## config.mk

```make
export PLATFORM = sky130hd
export DESIGN_NAME = hpcd_emit
export DESIGN_NICKNAME = d
export VERILOG_FILES = /design/src/rtl/hpcd_pkg.sv /design/src/rtl/hpcd_emit.sv
export SDC_FILE = /design/constraint.sdc
export NUM_CORES = 1
export LEC_CHECK = 0
export BUFFER_PORTS_ARGS = -buffer_cell sky130_fd_sc_hd__buf_2
export CORE_UTILIZATION = 40
export DETAILED_ROUTE_END_ITERATION = 6
export MAX_ROUTING_LAYER = met4
export PLACE_DENSITY = 0.78
export SETUP_SLACK_MARGIN = 0.5
export SLEW_MARGIN = 25
export SYNTH_ARGS = -nofsm -noshare
export SYNTH_HDL_FRONTEND = slang
export SYNTH_SLANG_ARGS = --single-unit
export TNS_END_PERCENT = 1
```

## constraint.sdc

```tcl
create_clock -name clk_i -period 3.41 [get_ports clk_i]
set_input_delay 0.1705 -clock clk_i [delete_from_list [all_inputs] [get_ports clk_i]]
set_output_delay 0.1705 -clock clk_i [all_outputs]
set_load 0.02 [all_outputs]
```

## src/rtl/hpcd_pkg.sv

```systemverilog
// hpcd_pkg: shared types and constants of the heatmap peak centroid detector
// no dependencies; imported by every module of the block except hpcd_ram

package hpcd_pkg;

  // configuration register indexes
  localparam logic [1:0] REG_LEVEL_BIAS = 2'd0;
  localparam logic [1:0] REG_THRESHOLD  = 2'd1;
  localparam logic [1:0] REG_PEAK_ONLY  = 2'd2;

  localparam int unsigned CFG_IDX_W  = 2;
  localparam int unsigned CFG_DATA_W = 9;

  // result queue between scanner and output stage
  localparam int unsigned QUEUE_DEPTH = 4;
  localparam int unsigned QUEUE_PW    = 2;

  // output stream data width (41 used bits padded to bytes)
  localparam int unsigned OUT_DATA_W = 48;

  // scan settings, snapshot at frame end
  typedef struct packed {
    logic [7:0]        level_bias;
    logic signed [8:0] threshold;
    logic              peak_only;
  } cfg_t;

  // one queued result, sized for the largest grid
  typedef struct packed {
    logic       is_det;
    logic [5:0] row;
    logic [5:0] col;
    logic [3:0] cls;
    logic [7:0] level;
    logic [5:0] count;
  } rec_t;

endpackage

```

## src/rtl/hpcd_emit.sv

```systemverilog
// hpcd_emit: output stage, formats queued results and holds the stream register
// depends on hpcd_pkg (rec_t, output width)

module hpcd_emit import hpcd_pkg::*; #(
  parameter int unsigned CellStride = 8
) (
  input  logic                  clk_i,
  input  logic                  rst_ni,
  input  rec_t                  rec_i,
  input  logic                  empty_i,
  output logic                  pop_o,
  output logic                  tvalid_o,
  input  logic                  tready_i,
  output logic [OUT_DATA_W-1:0] tdata_o,
  output logic                  tuser_o,
  output logic                  tlast_o
);

  logic                  vld_q;
  logic [OUT_DATA_W-1:0] data_q, data_d;
  logic                  user_q;
  logic                  last_q;
  logic [13:0]           cx_full, cy_full;
  logic [7:0]            cx, cy;

  // centroid in half pixels: (2*index + 1) * stride, wrapped to 8 bits
  assign cx_full = 14'({rec_i.col, 1'b1}) * 14'(CellStride);
  assign cy_full = 14'({rec_i.row, 1'b1}) * 14'(CellStride);
  assign cx      = rec_i.is_det ? cx_full[7:0] : 8'd0;
  assign cy      = rec_i.is_det ? cy_full[7:0] : 8'd0;

  // pack payload, lowest field first
  assign data_d = {7'd0, rec_i.count, cy, cx, rec_i.level, rec_i.cls[2:0],
                   rec_i.col[3:0], rec_i.row[3:0]};

  assign pop_o = !empty_i && (!vld_q || tready_i);

  // output valid
  always_ff @(posedge clk_i or negedge rst_ni) begin
    if (!rst_ni) begin
      vld_q <= 1'b0;
    end else if (pop_o) begin
      vld_q <= 1'b1;
    end else if (tready_i) begin
      vld_q <= 1'b0;
    end
  end

  // output payload
  always_ff @(posedge clk_i) begin
    if (pop_o) begin
      data_q <= data_d;
      user_q <= rec_i.is_det;
      last_q <= !rec_i.is_det;
    end
  end

  assign tvalid_o = vld_q;
  assign tdata_o  = data_q;
  assign tuser_o  = user_q;
  assign tlast_o  = last_q;

endmodule

```

# After elaboration in Yosys (flattened, before gate mapping)
# Cells that the tools add are included.
[word_totals] ff_bits=44 in_bits=35 output_inout_bits=52 word_cells=15
[classes] muxes=4 reduce_logical=6
[ops] cell="$mux 4" n=2
[ops] cell="$logic_not 1->1" n=3
[ops] cell="$mux 1" n=2
[ops] cell="$reduce_bool 2->1" n=1
[ops] cell="$logic_and 1x1->1" n=1
[ops] cell="$logic_or 1x1->1" n=1

# Depth between registers and ports, before layout
[logic_depth] depth_word=4 mapped_depth=2 depth_no_buf=2

# Least setup slack after synthesis
# Ideal clock, no wire load.
[synth_timing] path_kind="register -> register" start="register vld_q, in the netlist tvalid_o" end="register data_q[0], in the netlist tdata_o[0], enable pin" setup_ns=0.453 arrival_time_ns=2.519 required_ns=2.957 slack_ns=0.438 path_stages_with_launch=2 period_less_slack_ns=2.972 path_cell_list="dfrtp_1 -> a21oi_1"
[synth_between] elab_chain_len=3
[synth_lines] item="from (decl)" line_no="hpcd_emit.sv:19" rtl="logic vld_q;"
[synth_lines] item="from (signal assigned)" line_no="hpcd_emit.sv:41" rtl="vld_q <= 1'b0;"
[synth_lines] item="from (signal assigned)" line_no="hpcd_emit.sv:43" rtl="vld_q <= 1'b1;"
[synth_lines] item="from (signal assigned)" line_no="hpcd_emit.sv:45" rtl="vld_q <= 1'b0;"
[synth_lines] item="$logic_not 1->1" line_no="hpcd_emit.sv:36" rtl="assign pop_o = !empty_i && (!vld_q || tready_i);"
[synth_lines] item="$logic_or 1x1->1" line_no="hpcd_emit.sv:36"
[synth_lines] item="$logic_and 1x1->1" line_no="hpcd_emit.sv:36"
[synth_lines] item="via pop_o" line_no="hpcd_emit.sv:11" rtl="output logic pop_o,"
[synth_lines] item="to (signal assigned)" line_no="hpcd_emit.sv:52" rtl="data_q <= data_d;"
[synth_lines] item="to (decl)" line_no="hpcd_emit.sv:20" rtl="logic [OUT_DATA_W-1:0] data_q, data_d;"
# The timed path passes the listed nets, and every way through them passes these cells.
# A chain may end at the register's enable or synchronous reset.

# Final worst setup path
[layout_timing] start="register vld_q, in the netlist tvalid_o" end="output port pop_o"
[layout_between] elab_chain_len=3
[layout_lines] item="$logic_not 1->1" line_no="hpcd_emit.sv:36"
[layout_lines] item="$logic_or 1x1->1" line_no="hpcd_emit.sv:36"
[layout_lines] item="$logic_and 1x1->1" line_no="hpcd_emit.sv:36"
[layout_lines] item="to (decl)" line_no="hpcd_emit.sv:11"
# No other way between the ends.

==> results.cfg <==
[global_route]
track_usage_pct = 14.9
grt_pass1_wl_mm = 3.33
grt_max_degree = 37
grt_pass1_vias = 710
grt-ovfl-total = 0
antenna_found_initial = 0

[floorplan]
dieWidth_microns = 58.2
core_area_sq_um = 3030
start_util_pct = 41.7
io_pins = 87
rows = 20
die_h_microns = 58.2
design.die.area_sq_um = 3390

[setup_path]
start_kind = register
rrSetupSlack_ns = 1.93
worstPathCellList = a21oi_4 > buf_16 > buf_2
r2r_end = tdata_o[11]$_DFFE_PP_
crit_required_ns = 3.24
r2r_start = tvalid_o$_DFFE_PN0P_
cp-end-kind = output pin
reg2regPathDepth = 2
max_stage_delay_ns = 0.53
crit_slowest_cell = a21oi_4
arrival_ns = 1.70
worstPathMaxFanout = 20
worstSetupPathType = register to output pin

[synthesis]
synth_cell_type_count = 8
synthesis.area_sq_um = 1260
synth-seq-cells = 36
ys_warn_count = 0
seq_area_frac_synth_pct = 85.1
syn_area_per_cell_sq_um = 19.4
syn-instance-count = 65

[clock_tree]
clock_sinks = 36
cts-resized-gates = 0
cts-root-buf = clkbuf_4
clk_path_buf_depth = 2
cts_buffers = 5
ctsHtreeMaxLevel = 2
clkTransAtPathRegs_ns = 0.11
cts_tree = done
clock_latency_ns = 0.33

[timing]
rsz0062_at_grt = false
hold_viol_final = 0
finalCritPeriodShare_pct = 54.9
tightest_slew_ns = 0.597
relSlewSlack_pct = 60.1
period_minus_slack_ns = 1.87
final_max_slew_viol_count = 0
setup_viol = 0
skew_ns = 0.00968
holdWs_ns = 0.00892
tns_ns = 0
fmax_ghz = 0.534

[drt]
drt_iter0_drc = 25
wire_per_inst_microns = 12.6
dr.pass1.iters = 4
finalWirelength_mm = 2.52
ant_nets = 0
vias = 818
remaining_drc_errors = 0
routed_via_density = 4.11

[power_and_ir_drop]
seq_power_share_pct = 61.1
leakage_nw = 0.809
vdd_ir_drop_max_uv = 178
power.density_nw_per_um2 = 464
p_int_w = 0.000642
switching_share_pct = 24.7
comb_power_share_pct = 14.6
pwr-share-clk_pct = 24.2
p_switching_w = 0.000211

[layout]
nets = 189
fin_cells = 199
diodes = 0
area_delta_synth_final_pct = 45.6
final_util_pct = 60.8
drive_above_1_share_pct = 49.0

[placed_design]
place_congestion = 0.629
hpwl_mm = 1.57
io_buffer_count = 68
dp.cells = 174

[min_path]
hp-class = input port to register
holdPathEnd = tdata_o[13]$_DFFE_PP_
hold_start = rec_i[8]
holdPathStages = 1

[job]
drv_cap = 0

[status]
status = completed
-- layer usage --
metal | track usage (%) | vias to the layer above | routed length, microns | part of all wire, %
met5 | - | - | 0 | 0
met4 | 9.18 | 0 | 61 | 2.4
met3 | 7.14 | 5 | 272 | 11
met2 | 23.8 | 64 | 1260 | 50
met1 | 14.4 | 366 | 922 | 37
li1 | - | 383 | - | -
-- cell usage after synthesis --
| cell | count | area, sq um |
|---|---|---|
| a21oi_1 | 1 | 5.00 |
| and2_1 | 8 | 50.1 |
| buf_4 | 15 | 113 |
| conb_1 | 1 | 3.75 |
| dfrtp_1 | 1 | 25.0 |
| edfxtp_1 | 35 | 1050 |
| inv_1 | 3 | 11.3 |
| o21ai_0 | 1 | 5.00 |
-- registers in the layout, indices dropped and copies added, names as in the netlist --
register and count:
tlast_o 1, tdata_o 34, tvalid_o 1
-- worst max-delay path by stage --
stage | to | start
finish | pop_o | tvalid_o$_DFFE_PN0P_
detailed placement | pop_o | tvalid_o$_DFFE_PN0P_
floorplan | tdata_o[0]$_DFFE_PP_ | tvalid_o$_DFFE_PN0P_
global placement | pop_o | tvalid_o$_DFFE_PN0P_
CTS | pop_o | tvalid_o$_DFFE_PN0P_
global route | pop_o | tvalid_o$_DFFE_PN0P_
-- metrics by stage --
stage	area, sq um	worst slack [ns]	power [W]
after floorplan	1310	1.35	0.000604
after global placement	1600	1.71	0.000633
after detailed placement	1600	1.65	0.000637
after CTS	1750	1.24	0.000851
after global routing	1840	1.42	0.000893
final	1840	1.54	0.000853
-- worst max-delay path: cells and delay by family (launching register included) --
| family | cells | cell delay, ns |
|---|---|---|
| AOI/OAI and AO/OA | 1 | 0.53 |
| DFF | 1 | 0.43 |
| buffers and inverters | 2 | 0.41 |
-- area by class of cell --
class / instances / area, sq um
well taps: 44 / 55.1
flip-flops and latches: 36 / 1080
inverters: 3 / 11.3
multi-input cells: 23 / 120
clock buffers: 7 / 45.0
clock inverters: 1 / 5.00
fillers: 232 / 1190
repair buffers: 85 / 528
-- power by group through the flow --
stage | logic (W) | clock network [W] | registers [W]
2_1_floorplan | 0.0000405 | 0 | 0.000563
3_3_place_gp | 0.000103 | 0 | 0.000531
3_5_place_dp | 0.000105 | 0 | 0.000532
4_1_cts | 0.000114 | 0.000215 | 0.000522
5_1_grt | 0.000133 | 0.000236 | 0.000524
6_report | 0.000125 | 0.000207 | 0.000522
-- layout by cell type (no fill, tap or decap) --
cell            n
buf_2          68
buf_16          1
dfrtp_1         1
clkinv_2        1
o21ai_0         1
a21oi_4         1
and2_1          8
clkbuf_4        5
clkbuf_1        2
edfxtp_1       35
inv_1           3
conb_1         13
dlygate4sd3_1  16
-- kinds of logic after synthesis --
kind of cell	after synthesis	share of synthesized area [%]
DFF	36	85.1
AOI/OAI and AO/OA	2	0.791
other	1	0.297
buffers and inverters	18	9.80
and+or+nand+nor	8	3.96
-- timing repair --
action,CTS,global route
hold buffers,10,6
buffers inserted,0,0
hold endpoints to repair,10,6
Note: power is estimated with default switching activity, not from simulation.
