===== src/rtl/hpcd_pkg.sv =====
// hpcd_pkg: shared types and constants of the heatmap peak centroid detector
// no dependencies; imported by every module of the block except hpcd_ram

package hpcd_pkg;

  // configuration register indexes
  localparam logic [1:0] REG_LEVEL_BIAS = 2'd0;
  localparam logic [1:0] REG_THRESHOLD  = 2'd1;
  localparam logic [1:0] REG_PEAK_ONLY  = 2'd2;

  localparam int unsigned CFG_IDX_W  = 2;
  localparam int unsigned CFG_DATA_W = 9;

  // result queue between scanner and output stage
  localparam int unsigned QUEUE_DEPTH = 4;
  localparam int unsigned QUEUE_PW    = 2;

  // output stream data width (41 used bits padded to bytes)
  localparam int unsigned OUT_DATA_W = 48;

  // scan settings, snapshot at frame end
  typedef struct packed {
    logic [7:0]        level_bias;
    logic signed [8:0] threshold;
    logic              peak_only;
  } cfg_t;

  // one queued result, sized for the largest grid
  typedef struct packed {
    logic       is_det;
    logic [5:0] row;
    logic [5:0] col;
    logic [3:0] cls;
    logic [7:0] level;
    logic [5:0] count;
  } rec_t;

endpackage


===== src/rtl/hpcd_fifo.sv =====
// hpcd_fifo: short result queue between the scanner and the output stage
// depends on hpcd_pkg (rec_t, queue depth)

module hpcd_fifo import hpcd_pkg::*; (
  input  logic clk_i,
  input  logic rst_ni,
  input  logic push_i,
  input  rec_t rec_i,
  output logic full_o,
  input  logic pop_i,
  output rec_t rec_o,
  output logic empty_o
);

  rec_t                mem_q [QUEUE_DEPTH];
  logic [QUEUE_PW-1:0] wr_q, rd_q;
  logic [QUEUE_PW:0]   cnt_q;

  // storage
  always_ff @(posedge clk_i) begin
    if (push_i) begin
      mem_q[wr_q] <= rec_i;
    end
  end

  // pointers and fill level
  always_ff @(posedge clk_i or negedge rst_ni) begin
    if (!rst_ni) begin
      wr_q  <= '0;
      rd_q  <= '0;
      cnt_q <= '0;
    end else begin
      if (push_i) begin
        wr_q <= wr_q + QUEUE_PW'(1);
      end
      if (pop_i) begin
        rd_q <= rd_q + QUEUE_PW'(1);
      end
      if (push_i && !pop_i) begin
        cnt_q <= cnt_q + (QUEUE_PW+1)'(1);
      end else if (pop_i && !push_i) begin
        cnt_q <= cnt_q - (QUEUE_PW+1)'(1);
      end
    end
  end

  assign full_o  = (cnt_q == (QUEUE_PW+1)'(QUEUE_DEPTH));
  assign empty_o = (cnt_q == '0);
  assign rec_o   = mem_q[rd_q];

endmodule


===== config.mk =====
export PLATFORM = sky130hd
export DESIGN_NAME = hpcd_fifo
export DESIGN_NICKNAME = d
export VERILOG_FILES = /design/src/rtl/hpcd_pkg.sv /design/src/rtl/hpcd_fifo.sv
export SDC_FILE = /design/constraint.sdc
export NUM_CORES = 1
export LEC_CHECK = 0
export BUFFER_PORTS_ARGS = -buffer_cell sky130_fd_sc_hd__buf_4
export CORE_UTILIZATION = 50
export CTS_CLUSTER_SIZE = 14
export DETAILED_ROUTE_END_ITERATION = 6
export GPL_TIMING_DRIVEN = 0
export PLACE_DENSITY = 0.82
export SYNTH_ARGS = -nofsm -noshare
export SYNTH_HDL_FRONTEND = slang
export SYNTH_SLANG_ARGS = --single-unit

===== constraint.sdc =====
create_clock -name clk_i -period 2.5 [get_ports clk_i]
set_input_delay 0.5 -clock clk_i [delete_from_list [all_inputs] [get_ports clk_i]]
set_output_delay 0.5 -clock clk_i [all_outputs]
set_load 0.05 [all_outputs]

# Yosys cells after proc, flatten, opt, wreduce, memory -nomap -nowiden
# Memory sizes are Yosys's and may differ from the RTL's.
# Index checks and enable logic that the tools add are counted.
# Widths: inputs -> output; s select.
# word_totals
reg_bits,7
ramBits,124
in_bits,35
out_inout_bits,33
elab_cells,19
memories,1
# memory_table
name,depth,word_bits,rd,rd_clocked_by_memory_dff,write_ports,line_no,rtl
mem_q,4,31,1,0,1,hpcd_fifo.sv:15,rec_t mem_q [QUEUE_DEPTH];
# op_classes
n_addsub,4
n_eq_ne,1
mux,4
reduce_logical,6
# op_table
cell,count
$mux 3,2
$add 2x1->2 const B,2
$add 3x1->3 const B,1
$eq 3x3->1 const B,1
$logic_not 3->1,1
$sub 3x1->3 const B,1
$logic_and 1x1->1,2
$logic_not 1->1,2
$mux 1,2
$reduce_bool 2->1,1

# Depth between registers and ports, before layout
# Gate-level depths: netlist (run 1).
# depth
depth_word,4
ltp_mapped,7

# Worst setup path before layout (run 1)
# No wires, ideal clock.
# synth_timing
kind,register to output
startpoint,register cnt_q[0]
endpoint,output full_o
t_arrival_ns,1.599
required_time_ns,2.000
setup_slack_ns,0.401
stages_incl_launch_ff,2
cell_sequence,dfrtp_1 nor3b_1
# synth_between
elab_chain_cells,1
# synth_lines
element,line_no,rtl
"start, declared",hpcd_fifo.sv:17,logic [QUEUE_PW:0] cnt_q;
"start signal, assigned",hpcd_fifo.sv:40,cnt_q <= cnt_q + (QUEUE_PW+1)'(1);
"start signal, assigned",hpcd_fifo.sv:42,cnt_q <= cnt_q - (QUEUE_PW+1)'(1);
$eq 3x3->1,hpcd_fifo.sv:47,assign full_o = (cnt_q == (QUEUE_PW+1)'(QUEUE_DEPTH));
"end, declared",hpcd_fifo.sv:9,"output logic full_o,"
# No other way between the ends.

==> impl_metrics.csv, run 1 <==
group,metric,value,unit
critical_path,critPathMaxFanout,10,
yosys,ys_warn_count,0,
cells_and_area,drive_gt1_share,46.62,%
power_and_ir_drop,clkPwrFrac,27.7,%
detailed_routing,vias_per_cell,5.202,
detailed_routing,post-route-drc-count,0,
floorplanning,die_area,10220,µm²
yosys,ys_ff_latch,131,
place,dp.cells,392,
floorplanning,die_x,101.1,µm
critical_path,endpoint_kind,"output pin",
yosys,synth_fp_nets,237,
yosys,avgSynthCellArea,25.05,µm²
power_and_ir_drop,ir_drop,0.7673,mV
yosys,synthCells,196,
sta,finalSetupTns,0,ns
clock_network,path_clk_slew,0.06,ns
clock_network,h-tree-depth,4,
grt,grt_pass1_vias,2320,
job,drv_cap,0,
floorplanning,core_area,9371,µm²
detailed_routing,drtIter0Drc,84,
min_path,hold_class,"in -> reg",
grt,grt_pass1_wl,12.15,mm
power_and_ir_drop,p_per_area,1406,nW/µm²
clock_network,clk_latency,0.50,ns
grt,grt_max_degree,32,
grt,grt_use_total,17.13,%
critical_path,start_kind,"flip-flop",
place,gp_congestion,0.6483,
sta,holdWs,0.1941,ns
yosys,synth.most_common_cell,"edfxtp_1",
detailed_routing,drt_wl_total,7.940,mm
place,hpwl,4.547,mm
sta,worst_slew_pin_slew,0.8847,ns
power_and_ir_drop,comb_power_share,37.5,%
sta,grt_setup_unrepaired,"false",
yosys,synth_edf_count,124,
yosys,synthFlopType,"edfxtp_1",
yosys,yosysSeqAreaShare,79.41,%
place,port_buffers,67,
yosys,yosysTopAreaCell,"edfxtp_1",
critical_path,crit_type,"reg -> out",
power_and_ir_drop,p_sw_share,36.32,%
cells_and_area,area_growth_syn_to_layout,25.79,%
floorplanning,ioPinCount,68,
clock_network,post_cts_buffers,0,
floorplanning,initial_core_util,52.39,%
detailed_routing,drtPass1Iterations,4,
cells_and_area,diodes,0,
yosys,synth_top_area_share,75.84,%
critical_path,worstPathArrival,1.89,ns
sta,clock.fmax,419.0,MHz
grt,overflow,0,
cells_and_area,instances_no_fill,425,
power_and_ir_drop,p_int,5.530,mW
detailed_routing,postRouteAntennaNets,0,
outcome,status,"finished, final reports clean",
cells_and_area,nFillCells,647,
clock_network,cts_root_buf,"clkbuf_8",
power_and_ir_drop,p_leak,2.200,nW
sta,fin_crit,2.386,ns
power_and_ir_drop,totalPowerFinal,8.684,mW
detailed_routing,vias,2211,
yosys,async_reset_ff_share,5.344,%
floorplanning,row_count,35,
yosys,synthTopCellsByArea,"edfxtp_1 76%, mux4_2 13%, dfrtp_1 3.6%, mux4_1 1.6%, ha_1 1.3%",
sta,final_max_slew_viol_count,0,
sta,worst_slack,0.1136,ns
sta,slew_headroom,41.02,%
yosys,netlist_area,4910,µm²
clock_network,cts_buffers,17,
yosys,yosysUniqueCellTypes,19,
place,pre_cts_slack,0.6175,ns
clock_network,clk_path_buf_depth,2,
grt,antenna_found_initial,0,
critical_path,critPathRequiredTime,2.00,ns
yosys,synthTopCellsByCount,"124 x edfxtp_1, 28 x mux4_2, 7 x dfrtp_1",
floorplanning,die_h,101.1,µm
clock_network,cts_tree,"yes",
sta,period_share,95.46,%
sta,setup_viol,0,
cells_and_area,nNetsFinal,324,
sta,report.final.hold_viol_count,0,
power_and_ir_drop,p_sw,3.153,mW
clock_network,cts_sinks,131,
detailed_routing,wire_per_inst,18.68,µm
power_and_ir_drop,pwr-share-seq,34.8,%
sta,clock_skew,0.004202,ns
-- registers in the layout (all words and copies together), names as in the netlist --
register	cells
cnt_q	3
mem_q	124
rd_q	2
wr_q	2
-- cells by family (layout without fill, tap and decap cells) --
group | Yosys count | in the layout | share of synthesized area (%)
and+or+nand+nor | 9 | 9 | 0.9937
adders and majority gates | 6 | 6 | 1.682
DFF | 131 | 131 | 79.41
AOI/OAI and AO/OA | 1 | 1 | 0.1018
muxes | 32 | 32 | 14.68
xor gates and xnor gates | 6 | 6 | 1.070
buffers and inverters | 11 | 111 | 2.064
-- final timing paths --
check	depth (start not counted)	start	slack [ns]	endpoint
max	4	rd_q[0]$_DFFE_PN0P_	0.11	rec_o[7]
min	1	rec_i[15]	0.19	mem_q[1][15]$_DFFE_PP_
max reg2reg	3	wr_q[0]$_DFFE_PN0P_	0.74	mem_q[2][25]$_DFFE_PP_
min reg2reg	1	cnt_q[2]$_DFFE_PN0P_	0.49	cnt_q[2]$_DFFE_PN0P_
max in group asynchronous	2	rst_ni	2.02	cnt_q[1]$_DFFE_PN0P_
min in group asynchronous	2	rst_ni	0.36	rd_q[0]$_DFFE_PN0P_
-- power groups by stage --
| stage | sequential (mW) | clock, mW | combinational [mW] |
|---|---|---|---|
| 6_report | 3.02 | 2.40 | 3.26 |
| 4_1_cts | 3.03 | 2.45 | 3.31 |
| 3_5_place_dp | 3.07 | 0 | 3.30 |
| 3_3_place_gp | 3.05 | 0 | 3.28 |
| 2_1_floorplan | 3.02 | 0 | 2.46 |
| 5_1_grt | 3.06 | 2.53 | 3.42 |
-- cell type report --
cell class,count,area [µm²],share of cell area [%]
Buffer,7,86.33,1.398
Multi-Input combinational cell,54,914.6,14.81
Clock inverter,15,168.9,2.735
Clock buffer,17,414.1,6.706
Tap cell,129,161.4,2.613
Timing Repair Buffer,68,516.7,8.367
Sequential cell,131,3899,63.13
Inverter,4,15.01,0.2431
-- placed cells by master (no fill, tap or decap), drive strengths merged, types with 2 or more instances in the layout --
cell type	count
nand2	2
xnor2	2
inv	13
dfrtp	7
mux4	31
and2	4
ha	5
clkbuf	17
clkinvlp	2
bufinv	2
clkinv	2
buf	74
xor2	4
edfxtp	124
-- worst max-delay path, stage by stage, from the launching register on --
cell	delay, ns
dfrtp_1	0.34
buf_6	0.15
buf_12	0.16
mux4_2	0.55
buf_6	0.18
-- through the flow --
stage,cell area (µm²),utilization [%]
after floorplan,4910,-
after global placement,5574,59.48
after detailed placement,5579,59.53
after CTS,6172,65.86
after global routing,6176,65.90
final,6176,65.90
-- timing repair --
item | 4_1_cts | 5_1_grt
hold buffers | 1 | 0
endpoints found under the setup margin | 0 | 1
resized for setup | 0 | 1
endpoints found under the hold margin | 7 | 0
-- per-layer routing --
metal  wire length (µm)  global-route usage (%)  share of wire [%]
met1               3434                   21.17                 43
met2               4062                   28.00                 51
met3                358                   5.479                4.5
met4                 85                   7.358                1.1
met5                  0                       0                  0
No activity file was read; power rests on OpenSTA's default activity.
==> inputs of run 2 (changes only) <==
CORE_UTILIZATION = 55   (was 50)
GPL_TIMING_DRIVEN = default   (was 0)
PLACE_DENSITY = 0.88   (was 0.82)
==> impl_metrics.csv, run 2 (synthesis gave the netlist of run 1 again) <==
group,metric,value,unit
detailed_routing,drtPass1Iterations,4,
cells_and_area,nNetsFinal,330,
place,pre_cts_slack,0.3502,ns
min_path,hold_class,"in -> reg",
min_path,hold_path_depth,1,
critical_path,r2r_cells,4,
sta,grt_setup_unrepaired,"true",
place,placed_cell_area,5582,µm²
place,hpwl,5.316,mm
power_and_ir_drop,p_leak,2.262,nW
power_and_ir_drop,pwr-share-seq,34.4,%
power_and_ir_drop,p_sw,3.139,mW
detailed_routing,postRouteAntennaNets,0,
place,gp_congestion,0.6712,
detailed_routing,vias_per_cell,5.616,
cells_and_area,instances_no_fill,409,
floorplanning,initial_core_util,56.57,%
cells_and_area,mostFrequentLayoutCell,"edfxtp_1",
sta,worst_slew_pin_slew,0.5417,ns
grt,grt_pass1_wl,12.65,mm
critical_path,start_kind,"flip-flop",
clock_network,cts_root_buf,"clkbuf_8",
clock_network,path_clk_slew,0.06,ns
critical_path,worstPathArrival,1.95,ns
sta,holdWs,0.1803,ns
floorplanning,die_area,9308,µm²
sta,setup_viol,0,
clock_network,h-tree-depth,4,
floorplanning,core_area,8678,µm²
min_path,min_to,"mem_q[1][5]$_DFFE_PP_",
sta,slew_headroom,63.89,%
detailed_routing,wire_per_inst,21.27,µm
detailed_routing,vias,2297,
min_path,min_from,"rec_i[5]",
clock_network,cts_tree,"yes",
floorplanning,row_count,34,
sta,clock_skew,0.005200,ns
cells_and_area,top_regs,"mem_q (124), cnt_q (3)",
clock_network,cts_sinks,131,
floorplanning,die_h,96.48,µm
power_and_ir_drop,p_sw_share,34.88,%
sta,final_max_slew_viol_count,0,
place,dp.cells,374,
sta,fin_crit,2.455,ns
grt,overflow,0,
critical_path,critPathMaxFanout,5,
clock_network,clk_path_buf_depth,2,
power_and_ir_drop,clkPwrFrac,28.9,%
sta,worst_slack,0.04541,ns
place,port_buffers,67,
cells_and_area,multiInputGateArea,914.6,µm²
critical_path,endpoint_kind,"output pin",
cells_and_area,layout_common_cells,"124 x edfxtp_1, 72 x buf_4, 28 x mux4_2, 16 x clkbuf_16",
detailed_routing,drt_wl_total,8.698,mm
cells_and_area,drive_gt1_share,47.84,%
sta,clock.fmax,407.4,MHz
clock_network,clk_latency,0.52,ns
grt,antenna_found_initial,0,
power_and_ir_drop,ir_drop,0.7422,mV
power_and_ir_drop,p_int,5.859,mW
job,drv_cap,0,
power_and_ir_drop,p_per_area,1435,nW/µm²
power_and_ir_drop,comb_power_share,36.8,%
cells_and_area,largest_reg_flops,124,
outcome,status,"finished, final reports clean",
grt,grt_use_total,20.54,%
floorplanning,ioPinCount,68,
detailed_routing,drtIter0Drc,101,
critical_path,worst-r2r-setup-slack,0.76,ns
cells_and_area,largest-register,"mem_q",
cells_and_area,nFillCells,506,
critical_path,r2r-end,"mem_q[0][30]$_DFFE_PP_",
detailed_routing,post-route-drc-count,0,
grt,grt_pass1_vias,2377,
power_and_ir_drop,totalPowerFinal,8.998,mW
critical_path,rr_startpoint,"wr_q[0]$_DFFE_PN0P_",
cells_and_area,final_area,6270,µm²
sta,period_share,98.18,%
cells_and_area,diodes,0,
grt,grt_max_degree,21,
critical_path,critPathRequiredTime,2.00,ns
floorplanning,die_x,96.48,µm
sta,report.final.hold_viol_count,0,
clock_network,cts_buffers,17,
cells_and_area,area_growth_syn_to_layout,27.70,%
cells_and_area,regArea,3904,µm²
critical_path,crit_type,"reg -> out",
[run 2: power by group through the flow]
| stage | Combinational, mW | Sequential [mW] | Clock (mW) |
|---|---|---|---|
| after floorplan | 2.46 | 3.02 | 0 |
| after global placement | 3.15 | 3.13 | 0 |
| after detailed placement | 3.19 | 3.16 | 0 |
| after CTS | 3.33 | 3.09 | 2.64 |
| after global routing | 3.47 | 3.13 | 2.74 |
| final | 3.31 | 3.09 | 2.60 |
[run 2: worst max path at each step]
stage	start	endpoint	cells after the start
2_1_floorplan	cnt_q[0]$_DFFE_PN0P_	full_o	1
3_3_place_gp	rd_q[0]$_DFFE_PN0P_	rec_o[3]	3
3_5_place_dp	rd_q[0]$_DFFE_PN0P_	rec_o[22]	3
4_1_cts	rd_q[0]$_DFFE_PN0P_	rec_o[22]	3
5_1_grt	rd_q[0]$_DFFE_PN0P_	rec_o[22]	3
6_report	rd_q[0]$_DFFE_PN0P_	rec_o[17]	3
[run 2: per-stage QoR]
stage	setup TNS, ns	util (%)
global route	-0.003407	72.25
CTS	0	72.12
global placement	0	64.32
detailed placement	0	64.32
floorplan	0	-
finish	0	72.25
[run 2: timing repair]
item,4_1_cts,5_1_grt
endpoints found under the setup margin,25,4
gates resized for setup,2,3
buffers inserted,3,0
hold endpoints to repair,7,0
hold buffers,1,0
[run 2: final cells by class]
class	instances	share of cell area, %
clock buffer	18	6.665
clock inverter	13	3.313
inverter	4	0.2395
multi-input combinational	54	14.59
sequential	131	62.26
tap	108	2.155
timing repair buffer	81	10.78
[run 2: critical path, stage by stage, from the launching register on]
cell and delay [ns]:
dfrtp_4 0.48, buf_12 0.13, mux4_1 0.60, buf_4 0.22
[run 2: routing by layer]
metal | up-vias | global-route usage (%) | share of wire, %
met5 | - | 0 | 0
met3 | 14 | 7.981 | 5.2
met2 | 73 | 32.57 | 53
met1 | 1206 | 25.08 | 40
li1 | 1004 | - | -
met4 | 0 | 9.314 | 1.5
==> inputs of run 3 (changes only) <==
PLACE_DENSITY = 0.84   (was 0.88)
==> impl_metrics.csv, run 3 (synthesis gave the netlist of run 1 again) <==
group,metric,value,unit
place,dp.cells,374,
sta,report.final.hold_viol_count,0,
critical_path,critPathRequiredTime,2.00,ns
sta,holdWs,0.1874,ns
clock_network,path_clk_slew,0.06,ns
critical_path,crit_type,"reg -> out",
grt,grt_max_degree,21,
clock_network,h-tree-depth,4,
detailed_routing,vias,2258,
critical_path,max_stage_delay,0.52,ns
floorplanning,die_h,96.48,µm
sta,slew_headroom,61.70,%
critical_path,endpoint_kind,"output pin",
grt,grt_use_total,19.73,%
grt,antenna_found_initial,0,
grt,grt_pass1_vias,2289,
critical_path,start_kind,"flip-flop",
cells_and_area,drive_gt1_share,47.51,%
critical_path,path_cells,"buf_12 > mux4_2 > buf_4",
sta,fin_crit,2.411,ns
grt,overflow,0,
clock_network,cts_sinks,131,
floorplanning,ioPinCount,68,
detailed_routing,postRouteAntennaNets,0,
detailed_routing,wire_per_inst,20.60,µm
critical_path,rr_startpoint,"wr_q[0]$_DFFE_PN0P_",
min_path,min_to,"mem_q[3][14]$_DFFE_PP_",
critical_path,worst-r2r-setup-slack,0.74,ns
power_and_ir_drop,ir_drop,0.8174,mV
place,gp_congestion,0.6857,
power_and_ir_drop,p_per_area,1401,nW/µm²
critical_path,r2r-end,"mem_q[0][23]$_DFFE_PP_",
cells_and_area,top_regs,"mem_q (124), cnt_q (3)",
min_path,min_from,"rec_i[14]",
detailed_routing,drtIter0Drc,142,
floorplanning,die_x,96.48,µm
cells_and_area,layout_common_cells,"124 x edfxtp_1, 75 x buf_4, 28 x mux4_2, 16 x clkbuf_16",
power_and_ir_drop,p_leak,2.205,nW
cells_and_area,diodes,0,
sta,final_max_slew_viol_count,0,
cells_and_area,largest-register,"mem_q",
clock_network,clk_path_buf_depth,2,
floorplanning,row_count,34,
sta,clock_skew,0.006773,ns
sta,finalSetupTns,0,ns
sta,setup_viol,0,
cells_and_area,instances_no_fill,409,
cells_and_area,largest_reg_flops,124,
clock_network,clk_latency,0.51,ns
detailed_routing,post-route-drc-count,0,
place,hpwl,5.040,mm
floorplanning,die_area,9308,µm²
cells_and_area,area_growth_syn_to_layout,26.10,%
clock_network,cts_buffers,17,
detailed_routing,drt_wl_total,8.425,mm
min_path,hold_class,"in -> reg",
sta,worst_slew_pin_slew,0.5745,ns
cells_and_area,post-route-util,71.34,%
sta,grt_setup_unrepaired,"false",
outcome,status,"finished, final reports clean",
critical_path,cpMaxStageDelayCell,"mux4_2",
detailed_routing,vias_per_cell,5.521,
floorplanning,initial_core_util,56.57,%
grt,grt_pass1_wl,12.43,mm
sta,clock.fmax,414.7,MHz
critical_path,critPathMaxFanout,17,
sta,period_share,96.46,%
clock_network,cts_root_buf,"clkbuf_8",
cells_and_area,nNetsFinal,329,
critical_path,worstPathArrival,1.91,ns
place,port_buffers,67,
critical_path,r2r_cells,4,
clock_network,cts_tree,"yes",
cells_and_area,mostFrequentLayoutCell,"edfxtp_1",
job,drv_cap,0,
min_path,hold_path_depth,1,
floorplanning,core_area,8678,µm²
detailed_routing,drtPass1Iterations,4,
[run 3: layout make-up]
type	count	area, µm²
sequential	131	3902
fill	538	2487
multi-input combinational	54	914.6
timing repair buffer	80	653.1
clock buffer	18	417.9
clock inverter	14	152.6
tap	108	135.1
inverter	4	15.01
[run 3: stage by stage]
stage	setup slack [ns]	power, mW	cell area, µm²
floorplan	0.4008	5.480	4910
global placement	0.3668	6.281	5580
detailed placement	0.3616	6.334	5580
CTS	0.05882	8.747	6191
global route	0.01953	9.011	6191
finish	0.08861	8.672	6191
[run 3: worst max-delay path by stage]
| stage | depth (start not counted) | startpoint | endpoint |
|---|---|---|---|
| 2_1_floorplan | 1 | cnt_q[0]$_DFFE_PN0P_ | full_o |
| 3_3_place_gp | 3 | rd_q[0]$_DFFE_PN0P_ | rec_o[14] |
| 3_5_place_dp | 3 | rd_q[0]$_DFFE_PN0P_ | rec_o[13] |
| 4_1_cts | 3 | rd_q[0]$_DFFE_PN0P_ | rec_o[13] |
| 5_1_grt | 3 | rd_q[0]$_DFFE_PN0P_ | rec_o[3] |
| 6_report | 3 | rd_q[0]$_DFFE_PN0P_ | rec_o[3] |
[run 3: what timing repair did]
action                     4_1_cts  5_1_grt
buffers inserted                 2        0
hold buffers                     1        0
setup endpoints to repair       23        0
hold endpoints to repair         7        0
gates resized for setup          1        0
[run 3: worst max-delay path, delay by kind of cell, from the launching register on]
kind                   cells  cell delay, ns
multiplexers               1            0.52
flip-flops                 1            0.47
buffers and inverters      2            0.41
[run 3: metal layers]
metal	GRT usage (%)	up-vias	wire length (µm)
li1	-	1007	-
met1	25.11	1167	3492
met2	31.98	73	4410
met3	5.947	11	433
met4	7.966	0	89
met5	0	-	0
[run 3: report_power, final]
group          internal [mW]  total [mW]  switching [mW]
combinational           1.21        3.28            2.07
clock                   1.43        2.34           0.916
sequential              2.89        3.05           0.156
total                   5.53        8.67            3.14
